<file path="config.mk">
export PLATFORM = sky130hd
export DESIGN_NAME = sliding_window_command_frame_parser
export DESIGN_NICKNAME = d
export VERILOG_FILES = /design/src/hdl/swcfp_pkg.sv /design/src/hdl/sliding_window_command_frame_parser.sv /design/src/hdl/swcfp_parse.sv /design/src/hdl/swcfp_out_reg.sv
export VERILOG_INCLUDE_DIRS = /design/src /design/src/hdl
export SDC_FILE = /design/constraint.sdc
export NUM_CORES = 1
export LEC_CHECK = 0
export BUFFER_PORTS_ARGS = -buffer_cell sky130_fd_sc_hd__buf_2
export CORE_UTILIZATION = 50
export CTS_BUF_LIST = sky130_fd_sc_hd__clkbuf_8
export CTS_CLUSTER_DIAMETER = 30
export DETAILED_ROUTE_END_ITERATION = 8
export PLACE_DENSITY = 0.74
export SLEW_MARGIN = 20
export SYNTH_ARGS = -nofsm -noshare
export SYNTH_HDL_FRONTEND = slang
export SYNTH_SLANG_ARGS = --single-unit
export TNS_END_PERCENT = 1
</file>
<file path="constraint.sdc">
create_clock -name clk -period 6.62 [get_ports clk]
set_input_delay 0.662 -clock clk [delete_from_list [all_inputs] [get_ports clk]]
set_output_delay 0.662 -clock clk [all_outputs]
set_load 0.02 [all_outputs]
</file>
<file path="src/hdl/sliding_window_command_frame_parser_macros.svh">
// ----------------------------------------------------------------------------
// Assertion macros for the sliding window command frame parser
// Shared helpers that keep each concurrent check short at the use site.
// ----------------------------------------------------------------------------
`ifndef SLIDING_WINDOW_COMMAND_FRAME_PARSER_MACROS_SVH
`define SLIDING_WINDOW_COMMAND_FRAME_PARSER_MACROS_SVH

// Same-cycle implication, checked outside reset.
`define SWCFP_ASSERT_IMP(label, clk, rst, ante, cons) \
  label: assert property (@(posedge clk) disable iff (rst) (ante) |-> (cons)) \
    else $error("swcfp: same-cycle check failed");

// Next-cycle implication, checked outside reset.
`define SWCFP_ASSERT_NEXT(label, clk, rst, ante, cons) \
  label: assert property (@(posedge clk) disable iff (rst) (ante) |=> (cons)) \
    else $error("swcfp: next-cycle check failed");

`endif

</file>
<file path="src/hdl/swcfp_pkg.sv">
// ----------------------------------------------------------------------------
// swcfp_pkg
// Types and constants shared by the command frame parser modules.
// ----------------------------------------------------------------------------
`timescale 1ns / 1ps

package swcfp_pkg;

  localparam int unsigned WinLen = 8;

  localparam logic [7:0] FreqSync = 8'hFF;
  localparam logic [7:0] FreqId   = 8'h48;
  localparam logic [7:0] GainSync = 8'hFC;
  localparam logic [7:0] GainId   = 8'h26;

  typedef enum logic [1:0] {
    EV_NONE  = 2'd0,
    EV_FREQ  = 2'd1,
    EV_GAINS = 2'd2
  } event_t;

  typedef struct packed {
    logic [7:0]  gain_d;
    logic [7:0]  gain_i;
    logic [7:0]  gain_p;
    logic [31:0] requested_frequency;
    event_t      event_res;
    logic [7:0]  echo_byte;
    logic        echo_valid;
  } result_t;

endpackage

</file>
<file path="src/hdl/sliding_window_command_frame_parser.sv">
// ----------------------------------------------------------------------------
// sliding_window_command_frame_parser
// Parses frequency and gain command frames from a received byte stream.
//
// Input words on the s_axis channel carry one received byte each. Output
// words on the m_axis channel carry one result per input word: the echo
// flag and byte, the event code, and the stored frequency and gains after
// that byte. The echo mode register is written through cfg_wr_en and
// cfg_wr_data; the user must write it only while the block is idle, as
// the block itself does not enforce this. A word is registered when it is
// accepted and its result is loaded into the output register once that
// register can take it, which raises m_axis_tvalid. One word is accepted
// every cycle, limited only by the output register draining. When the
// receiver holds m_axis_tready low, the output word is held, the input
// register fills and then s_axis_tready drops until the receiver takes
// the word. Reset clears the byte window, the stored frequency and gains,
// the echo mode and both valid flags.
// ----------------------------------------------------------------------------
`timescale 1ns / 1ps

`include "sliding_window_command_frame_parser_macros.svh"

module sliding_window_command_frame_parser (
  input  logic        clk,
  input  logic        rst,
  input  logic        cfg_wr_en,
  input  logic        cfg_wr_data,    // echo_enable
  input  logic        s_axis_tvalid,
  output logic        s_axis_tready,
  input  logic [7:0]  s_axis_tdata,   // [7:0] rx_byte
  output logic        m_axis_tvalid,
  input  logic        m_axis_tready,
  // [7:0] echo_byte, [39:8] requested_frequency, [47:40] gain_p,
  // [55:48] gain_i, [63:56] gain_d
  output logic [63:0] m_axis_tdata,
  output logic [2:0]  m_axis_tuser    // [0] echo_valid, [2:1] event_res
);
  import swcfp_pkg::*;

  logic       echo_enable;
  logic       in_valid;
  logic [7:0] rx_byte;
  logic       load_ready;
  logic       advance;
  result_t    result;
  result_t    out_data;

  assign advance       = in_valid && load_ready;
  assign s_axis_tready = !in_valid || load_ready;

  always_ff @(posedge clk) begin
    if (rst) begin
      echo_enable <= 1'b0;
    end else if (cfg_wr_en) begin
      echo_enable <= cfg_wr_data;
    end
  end

  always_ff @(posedge clk) begin
    if (rst) begin
      in_valid <= 1'b0;
    end else if (s_axis_tready) begin
      in_valid <= s_axis_tvalid;
    end
  end

  always_ff @(posedge clk) begin
    if (s_axis_tready && s_axis_tvalid) begin
      rx_byte <= s_axis_tdata;
    end
  end

  swcfp_parse u_parse (
    .clk         (clk),
    .rst         (rst),
    .step        (advance),
    .echo_enable (echo_enable),
    .rx_byte     (rx_byte),
    .result      (result)
  );

  swcfp_out_reg u_out_reg (
    .clk        (clk),
    .rst        (rst),
    .load_valid (in_valid),
    .load_ready (load_ready),
    .load_data  (result),
    .out_valid  (m_axis_tvalid),
    .out_ready  (m_axis_tready),
    .out_data   (out_data)
  );

  assign m_axis_tdata = {out_data.gain_d, out_data.gain_i, out_data.gain_p,
                         out_data.requested_frequency, out_data.echo_byte};
  assign m_axis_tuser = {out_data.event_res, out_data.echo_valid};

  `SWCFP_ASSERT_IMP(a_echo_no_event, clk, rst,
    m_axis_tvalid && m_axis_tuser[0], m_axis_tuser[2:1] == EV_NONE)
  `SWCFP_ASSERT_IMP(a_parse_zero_byte, clk, rst,
    m_axis_tvalid && !m_axis_tuser[0], m_axis_tdata[7:0] == 8'd0)
  `SWCFP_ASSERT_NEXT(a_accept_fills, clk, rst, s_axis_tvalid && s_axis_tready, in_valid)
  `SWCFP_ASSERT_NEXT(a_advance_loads, clk, rst, advance, m_axis_tvalid)

endmodule

</file>
<file path="src/hdl/swcfp_parse.sv">
// ----------------------------------------------------------------------------
// swcfp_parse
// Byte window, frame matching and the stored frequency and gain values.
// ----------------------------------------------------------------------------
`timescale 1ns / 1ps

module swcfp_parse (
  input  logic                 clk,
  input  logic                 rst,
  input  logic                 step,
  input  logic                 echo_enable,
  input  logic [7:0]           rx_byte,
  output swcfp_pkg::result_t   result
);
  import swcfp_pkg::*;

  logic [WinLen-1:0][7:0] window;
  logic [WinLen-1:0][7:0] window_next;
  logic [31:0]            freq_store;
  logic [7:0]             p_store;
  logic [7:0]             i_store;
  logic [7:0]             d_store;
  logic [7:0]             sum_gain;
  logic [7:0]             sum_freq;
  logic                   freq_hdr;
  logic                   gain_hdr;
  logic                   freq_hit;
  logic                   gain_hit;

  always_comb begin
    window_next = {rx_byte, window[WinLen-1:1]};
    sum_gain = window_next[1] + window_next[2] + window_next[3]
             + window_next[4] + window_next[5] + window_next[6];
    sum_freq = sum_gain + window_next[7];
    freq_hdr = (window_next[7] == FreqSync) && (window_next[6] == FreqId)
            && (window_next[1] == FreqSync);
    gain_hdr = (window_next[6] == GainSync) && (window_next[5] == GainId)
            && (window_next[1] == GainSync);
    freq_hit = !echo_enable && freq_hdr && (sum_freq == window_next[0]);
    gain_hit = !echo_enable && !freq_hdr && gain_hdr && (sum_gain == window_next[0]);

    result.echo_valid = echo_enable;
    result.echo_byte  = echo_enable ? rx_byte : 8'd0;
    if (freq_hit) begin
      result.event_res = EV_FREQ;
    end else if (gain_hit) begin
      result.event_res = EV_GAINS;
    end else begin
      result.event_res = EV_NONE;
    end
    result.requested_frequency = freq_hit ?
      {window_next[5], window_next[4], window_next[3], window_next[2]} : freq_store;
    result.gain_p = gain_hit ? window_next[2] : p_store;
    result.gain_i = gain_hit ? window_next[3] : i_store;
    result.gain_d = gain_hit ? window_next[4] : d_store;
  end

  always_ff @(posedge clk) begin
    if (rst) begin
      window     <= '0;
      freq_store <= '0;
      p_store    <= '0;
      i_store    <= '0;
      d_store    <= '0;
    end else if (step && !echo_enable) begin
      window     <= window_next;
      freq_store <= result.requested_frequency;
      p_store    <= result.gain_p;
      i_store    <= result.gain_i;
      d_store    <= result.gain_d;
    end
  end

endmodule

</file>
<file path="src/hdl/swcfp_out_reg.sv">
// ----------------------------------------------------------------------------
// swcfp_out_reg
// Result register that holds a finished word until the receiver takes it.
// ----------------------------------------------------------------------------
`timescale 1ns / 1ps

module swcfp_out_reg (
  input  logic                 clk,
  input  logic                 rst,
  input  logic                 load_valid,
  output logic                 load_ready,
  input  swcfp_pkg::result_t   load_data,
  output logic                 out_valid,
  input  logic                 out_ready,
  output swcfp_pkg::result_t   out_data
);
  import swcfp_pkg::*;

  assign load_ready = !out_valid || out_ready;

  always_ff @(posedge clk) begin
    if (rst) begin
      out_valid <= 1'b0;
    end else if (load_ready) begin
      out_valid <= load_valid;
    end
  end

  always_ff @(posedge clk) begin
    if (load_ready && load_valid) begin
      out_data <= load_data;
    end
  end

endmodule

</file>
**Word-level counts from Yosys, hierarchy flattened**

Cells that the tools add are included.

- Flip-flop bits (word level): 190
- Input port bits: 14

- Add/sub/neg operators: 6
- Equality and inequality tests: 8
- Mux-type cells: 5
- Reductions and logical operators: 18

Operators by type and width:

| operator | count |
|---|---|
| $add A8 B8 Y8 | 6 |
| $eq A8 B8 Y1 const B | 4 |
| $mux W32 | 1 |
| $mux W8 | 3 |
| $eq A8 B8 Y1 | 2 |
| $logic_and A1 B1 Y1 | 12 |
| $eq A8 B6 Y1 const B | 1 |
| $eq A8 B7 Y1 const B | 1 |
| $logic_not A1 Y1 | 4 |
| $logic_or A1 B1 Y1 | 2 |
| $mux W2 | 1 |

**Longest topological paths before layout**

- Depth in word-level cells: 9
- Depth in mapped cells: 23
- Mapped depth without buffers: 22

**Cells and area by module**

A second synthesis with hierarchy kept.

- Cells, all modules: 817
- Area total of the unflattened synthesis: 8,769.7 sq um

Modules (own cells, without submodules):

| module | times used | cells each | area each (sq um) | sequential area each (sq um) |
|---|---|---|---|---|
| swcfp_parse | 1 | 728 | 6,366.1 | 2,242.2 |
| swcfp_out_reg | 1 | 72 | 2,067.0 | 2,031.9 |
| sliding_window_command_frame_parser | 1 | 17 | 336.6 | 280.3 |

**Least setup slack after synthesis**

No wires, ideal clock.

- Kind: register -> register
- Start: reg u_parse.window[42] (netlist bit)
- End: reg u_out_reg.out_data[11] (netlist name)
- Arrival time: 4.958 ns
- Setup slack: 1.399 ns
- Stages on the path, launching flop included: 22
- Buffers on the path: 1
- Clock period less this slack: 5.221 ns
- Path through: dfxtp_1 -> fa_1 -> inv_1 -> fa_1 -> inv_1 -> fa_1 -> ha_1 -> inv_1 -> fa_1 -> inv_1 -> a21o_1 -> a21oi_1 -> xnor2_1 -> ha_1 -> xor2_1 -> or3_1 -> o32ai_1 -> a311oi_1 -> nor3_2 -> nand2_1 -> buf_2 -> mux2_1

RTL lines:

| element | line | RTL |
|---|---|---|
| start, declared | swcfp_parse.sv:17 | `logic [WinLen-1:0][7:0] window;` |
| start signal, assigned | swcfp_parse.sv:66 | `window <= window_next;` |

**Worst setup path in the final report**

- Start: reg u_parse.window[42] (netlist bit)
- End: reg u_parse.freq_store[10]

- Word-level cells in the longest chain between the ends: 7

Ends and longest elaborated chain:

| element | line | RTL |
|---|---|---|
| $add A8 B8 Y8 (3 in series) | swcfp_parse.sv:33 | `+ window_next[4] + window_next[5] + window_next[6];` |
| $add A8 B8 Y8 | swcfp_parse.sv:34 | `sum_freq = sum_gain + window_next[7];` |
| $eq A8 B8 Y1 | swcfp_parse.sv:39 | `freq_hit = !echo_enable && freq_hdr && (sum_freq == window_next[0]);` |
| $logic_and A1 B1 Y1 | swcfp_parse.sv:39 |  |
| $mux W32 | swcfp_parse.sv:51 | `result.requested_frequency = freq_hit ?` |
| end signal, assigned | swcfp_parse.sv:67 | `freq_store <= result.requested_frequency;` |
| end, declared | swcfp_parse.sv:19 | `logic [31:0] freq_store;` |

No other way between the ends.
A chain may end at the register's enable or synchronous reset.

==> impl_metrics.xml <==
<?xml version="1.0" encoding="UTF-8"?>
<metrics>
  <group name="status">
    <metric name="run_status" unit="">finished, final reports clean</metric>
  </group>
  <group name="clocking">
    <metric name="cts_root_buffer" unit="">sky130_fd_sc_hd__clkbuf_8</metric>
    <metric name="cts-resized-gates" unit="">0</metric>
    <metric name="cts_tree" unit="">yes</metric>
    <metric name="cts.sink_count" unit="">190</metric>
    <metric name="clock_latency" unit="ns">0.47</metric>
    <metric name="max-clock-path-buffers" unit="">2</metric>
    <metric name="post_cts_buffers" unit="">0</metric>
    <metric name="ctsHoldBuffers" unit="">0</metric>
    <metric name="clock_tree.htree_level_count" unit="">4</metric>
    <metric name="clkSlewWorstSetupHoldPaths" unit="ns">0.10</metric>
    <metric name="cts_buffers" unit="">17</metric>
  </group>
  <group name="job">
    <metric name="drv.max_cap_violation_count" unit="">0</metric>
  </group>
  <group name="die">
    <metric name="top_level_ports" unit="">83</metric>
    <metric name="die-height" unit="um">134</metric>
    <metric name="die_width" unit="um">134</metric>
    <metric name="core-area" unit="um^2">17200</metric>
    <metric name="start_util" unit="">0.510</metric>
    <metric name="dieArea" unit="um^2">18000</metric>
    <metric name="placementRows" unit="">48</metric>
  </group>
  <group name="place">
    <metric name="gpl.final_weighted_congestion" unit="">0.899</metric>
    <metric name="postPlaceCellArea" unit="um^2">9270</metric>
    <metric name="port_buffers" unit="">82</metric>
    <metric name="dp_hpwl" unit="um">12600</metric>
  </group>
  <group name="sta">
    <metric name="fin_skew" unit="ns">0.0186</metric>
    <metric name="period_share" unit="">0.892</metric>
    <metric name="max-slew-margin-rel" unit="">0.408</metric>
    <metric name="report.final.setup_viol" unit="">0</metric>
    <metric name="max_freq" unit="GHz">0.169</metric>
    <metric name="final_max_slew_viol_count" unit="">0</metric>
    <metric name="finalWorstPathRequiredPeriod" unit="ns">5.90</metric>
    <metric name="fin_worst_hold_slack" unit="ns">0.355</metric>
    <metric name="rsz0062_at_grt" unit="">false</metric>
    <metric name="finalSetupTns" unit="ns">0</metric>
    <metric name="timing_worst_slew_pin_value" unit="ns">0.888</metric>
    <metric name="hold_viol_final" unit="">0</metric>
  </group>
  <group name="drt">
    <metric name="drc" unit="">0</metric>
    <metric name="totalWireLength" unit="um">20000</metric>
    <metric name="detailroute.via_count" unit="">6634</metric>
    <metric name="drt-initial-drc-count" unit="">611</metric>
    <metric name="detail_route.first_pass.iterations" unit="">5</metric>
    <metric name="route.detailed.vias_per_inst" unit="">5.66</metric>
    <metric name="wire_per_inst" unit="um">17.1</metric>
    <metric name="ant_nets" unit="">0</metric>
  </group>
  <group name="synthesis">
    <metric name="yosysSeqAreaShare" unit="">0.520</metric>
    <metric name="number_of_enable_flip_flop_cells_after_synthesis" unit="">75</metric>
    <metric name="post_synth_inst_count" unit="">888</metric>
    <metric name="ys_dominant_reg_cell" unit="">sky130_fd_sc_hd__dfxtp_1</metric>
    <metric name="synth-seq-cells" unit="">190</metric>
    <metric name="yosysTopAreaCellShare" unit="">0.263</metric>
    <metric name="synth_warnings" unit="">0</metric>
    <metric name="yosys.area.top_type" unit="">sky130_fd_sc_hd__dfxtp_1</metric>
    <metric name="yosysUniqueCellTypes" unit="">43</metric>
    <metric name="synth.avg_cell_area" unit="um^2">9.86</metric>
    <metric name="synth_nets" unit="">943</metric>
    <metric name="synth_area" unit="um^2">8760</metric>
    <metric name="netlist_top_cells_area" unit="">sky130_fd_sc_hd__dfxtp_1 26%, sky130_fd_sc_hd__edfxtp_1 26%, sky130_fd_sc_hd__nand2_1 7.9%</metric>
    <metric name="ys_async_sr_fraction" unit="">0</metric>
  </group>
  <group name="finish">
    <metric name="layout.cell_area.non_filler" unit="um^2">9710</metric>
    <metric name="share_of_cells_above_drive_strength_1" unit="">0.157</metric>
    <metric name="post-route-util" unit="">0.565</metric>
    <metric name="mostFrequentLayoutCell" unit="">sky130_fd_sc_hd__nand2_1</metric>
    <metric name="design.final.nets" unit="">989</metric>
    <metric name="layout-area-overhead-vs-synth" unit="%">10.8</metric>
    <metric name="insertedDiodeCount" unit="">0</metric>
    <metric name="layout.cells.most_common_list" unit="">184 x sky130_fd_sc_hd__nand2_1, 119 x sky130_fd_sc_hd__a21oi_1, 115 x sky130_fd_sc_hd__dfxtp_1</metric>
    <metric name="n_fill_cell" unit="">1506</metric>
  </group>
  <group name="grt">
    <metric name="vias_in_the_first_global_route" unit="">6021</metric>
    <metric name="track_usage" unit="">0.232</metric>
    <metric name="globalRoute.totalOverflow" unit="">0</metric>
    <metric name="grt_start_max_net_pins" unit="">113</metric>
    <metric name="antenna_violations_before_repair" unit="">0</metric>
    <metric name="grt_pass1_wl" unit="um">32300</metric>
  </group>
  <group name="critical_path">
    <metric name="path_delay_family" unit="">adder cells</metric>
    <metric name="crit_path_start_kind" unit="">register</metric>
    <metric name="rr_worst_depth" unit="">20</metric>
    <metric name="critical_path_class" unit="">register to register</metric>
    <metric name="critPathArrivalTime" unit="ns">6.21</metric>
    <metric name="crit_buf_inv" unit="">4</metric>
    <metric name="critical_path_required" unit="ns">6.93</metric>
    <metric name="end_kind" unit="">register</metric>
    <metric name="critical_path.slowest_cell" unit="">sky130_fd_sc_hd__or4_2</metric>
    <metric name="critical_path.max_fanout" unit="">32</metric>
    <metric name="crit_start" unit="">u_parse.window[42]$_SDFFE_PP0P_</metric>
    <metric name="critPathMaxStageDelay" unit="ns">1.04</metric>
    <metric name="crit_chain" unit="">fa_1, inv_1, fa_1, inv_1, fa_1, ha_1, inv_1, fa_1, inv_1, a21o_1, a21oi_1, xnor2_1, ha_1, xor2_1, or3_1, o32ai_1, a311oi_1, or4_2, o21ai_0, a21oi_1</metric>
    <metric name="critical_path_depth" unit="">20</metric>
    <metric name="worstReg2RegStart" unit="">u_parse.window[42]$_SDFFE_PP0P_</metric>
  </group>
  <group name="pwr">
    <metric name="p_total" unit="W">0.00228</metric>
    <metric name="power.density_cell_area" unit="nW/um^2">235</metric>
    <metric name="p_leak" unit="nW">3.57</metric>
    <metric name="ir_drop" unit="mV">0.145</metric>
  </group>
  <group name="worst_hold_path">
    <metric name="worstHoldStart" unit="">s_axis_tdata[3]</metric>
    <metric name="hp-class" unit="">input port to register</metric>
    <metric name="worst_hold_path.num_cells" unit="">1</metric>
  </group>
</metrics>
==> worst paths after layout <==
path | to | slack, ns
worst max-delay path | u_parse.freq_store[10]$_SDFFE_PP0P_ | 0.72
worst max register to register | u_parse.freq_store[10]$_SDFFE_PP0P_ | 0.72
worst min register to register | u_parse.window[15]$_SDFFE_PP0P_ | 0.47
worst min-delay path | rx_byte[3]$_DFFE_PP_ | 0.36
==> cell families after synthesis <==
family / count (synthesis) / synth area share
compound gates: 189 / 0.111
mux: 33 / 0.0423
simple gates: 293 / 0.153
flops: 190 / 0.520
xor+xnor: 33 / 0.0403
fa+ha+maj: 41 / 0.0826
buf+inv: 109 / 0.0509
==> cell type report <==
class,instances,area [um^2],area share
clock buffers,17,234,0.0241
well taps,225,282,0.0290
inverters,45,169,0.0174
clock inverters,15,195,0.0201
repair buffers,91,484,0.0499
flip-flops and latches,190,4550,0.469
multi-input cells,589,3790,0.390
==> power breakdown <==
group	total, W	internal, W	switching, W	leakage, nW
clock network	0.000829	0.000412	0.000417	0.221
registers	0.00126	0.00124	0.0000164	1.60
logic	0.000191	0.0000546	0.000136	1.76
==> registers in the layout, summed over array words and instances, names as in the netlist <==
name / count
echo_enable: 1
in_valid: 1
rx_byte: 8
u_out_reg.out_data: 67
u_out_reg.out_valid: 1
u_parse.d_store: 8
u_parse.freq_store: 32
u_parse.i_store: 8
u_parse.p_store: 8
u_parse.window: 56
==> through the flow <==
step	setup slack (ns)	instances
after global placement	0.856	1140
after global routing	0.428	1172
after floorplan	1.40	888
after detailed placement	0.700	1140
after CTS	0.663	1172
final	0.716	1172
==> layer usage <==
metal  vias up  part of all wire  GRT usage
met5         -                 0          0
met4         0             0.027     0.0974
met3        36             0.063     0.0461
met2       255              0.46      0.349
met1      3209              0.45      0.328
li1       3134                 -          -
==> Yosys cell counts (all sizes together) (8+ instances only) <==
| library cell | number |
|---|---|
| clkbuf | 52 |
| fa | 28 |
| nand2 | 184 |
| o21ai | 61 |
| nand3 | 25 |
| nor2 | 11 |
| ha | 13 |
| xnor2 | 21 |
| edfxtp | 75 |
| nand4 | 38 |
| inv | 45 |
| buf | 12 |
| mux2 | 32 |
| and2 | 9 |
| dfxtp | 115 |
| xor2 | 8 |
| a21oi | 119 |
Note: power is estimated with default switching activity, not from simulation.
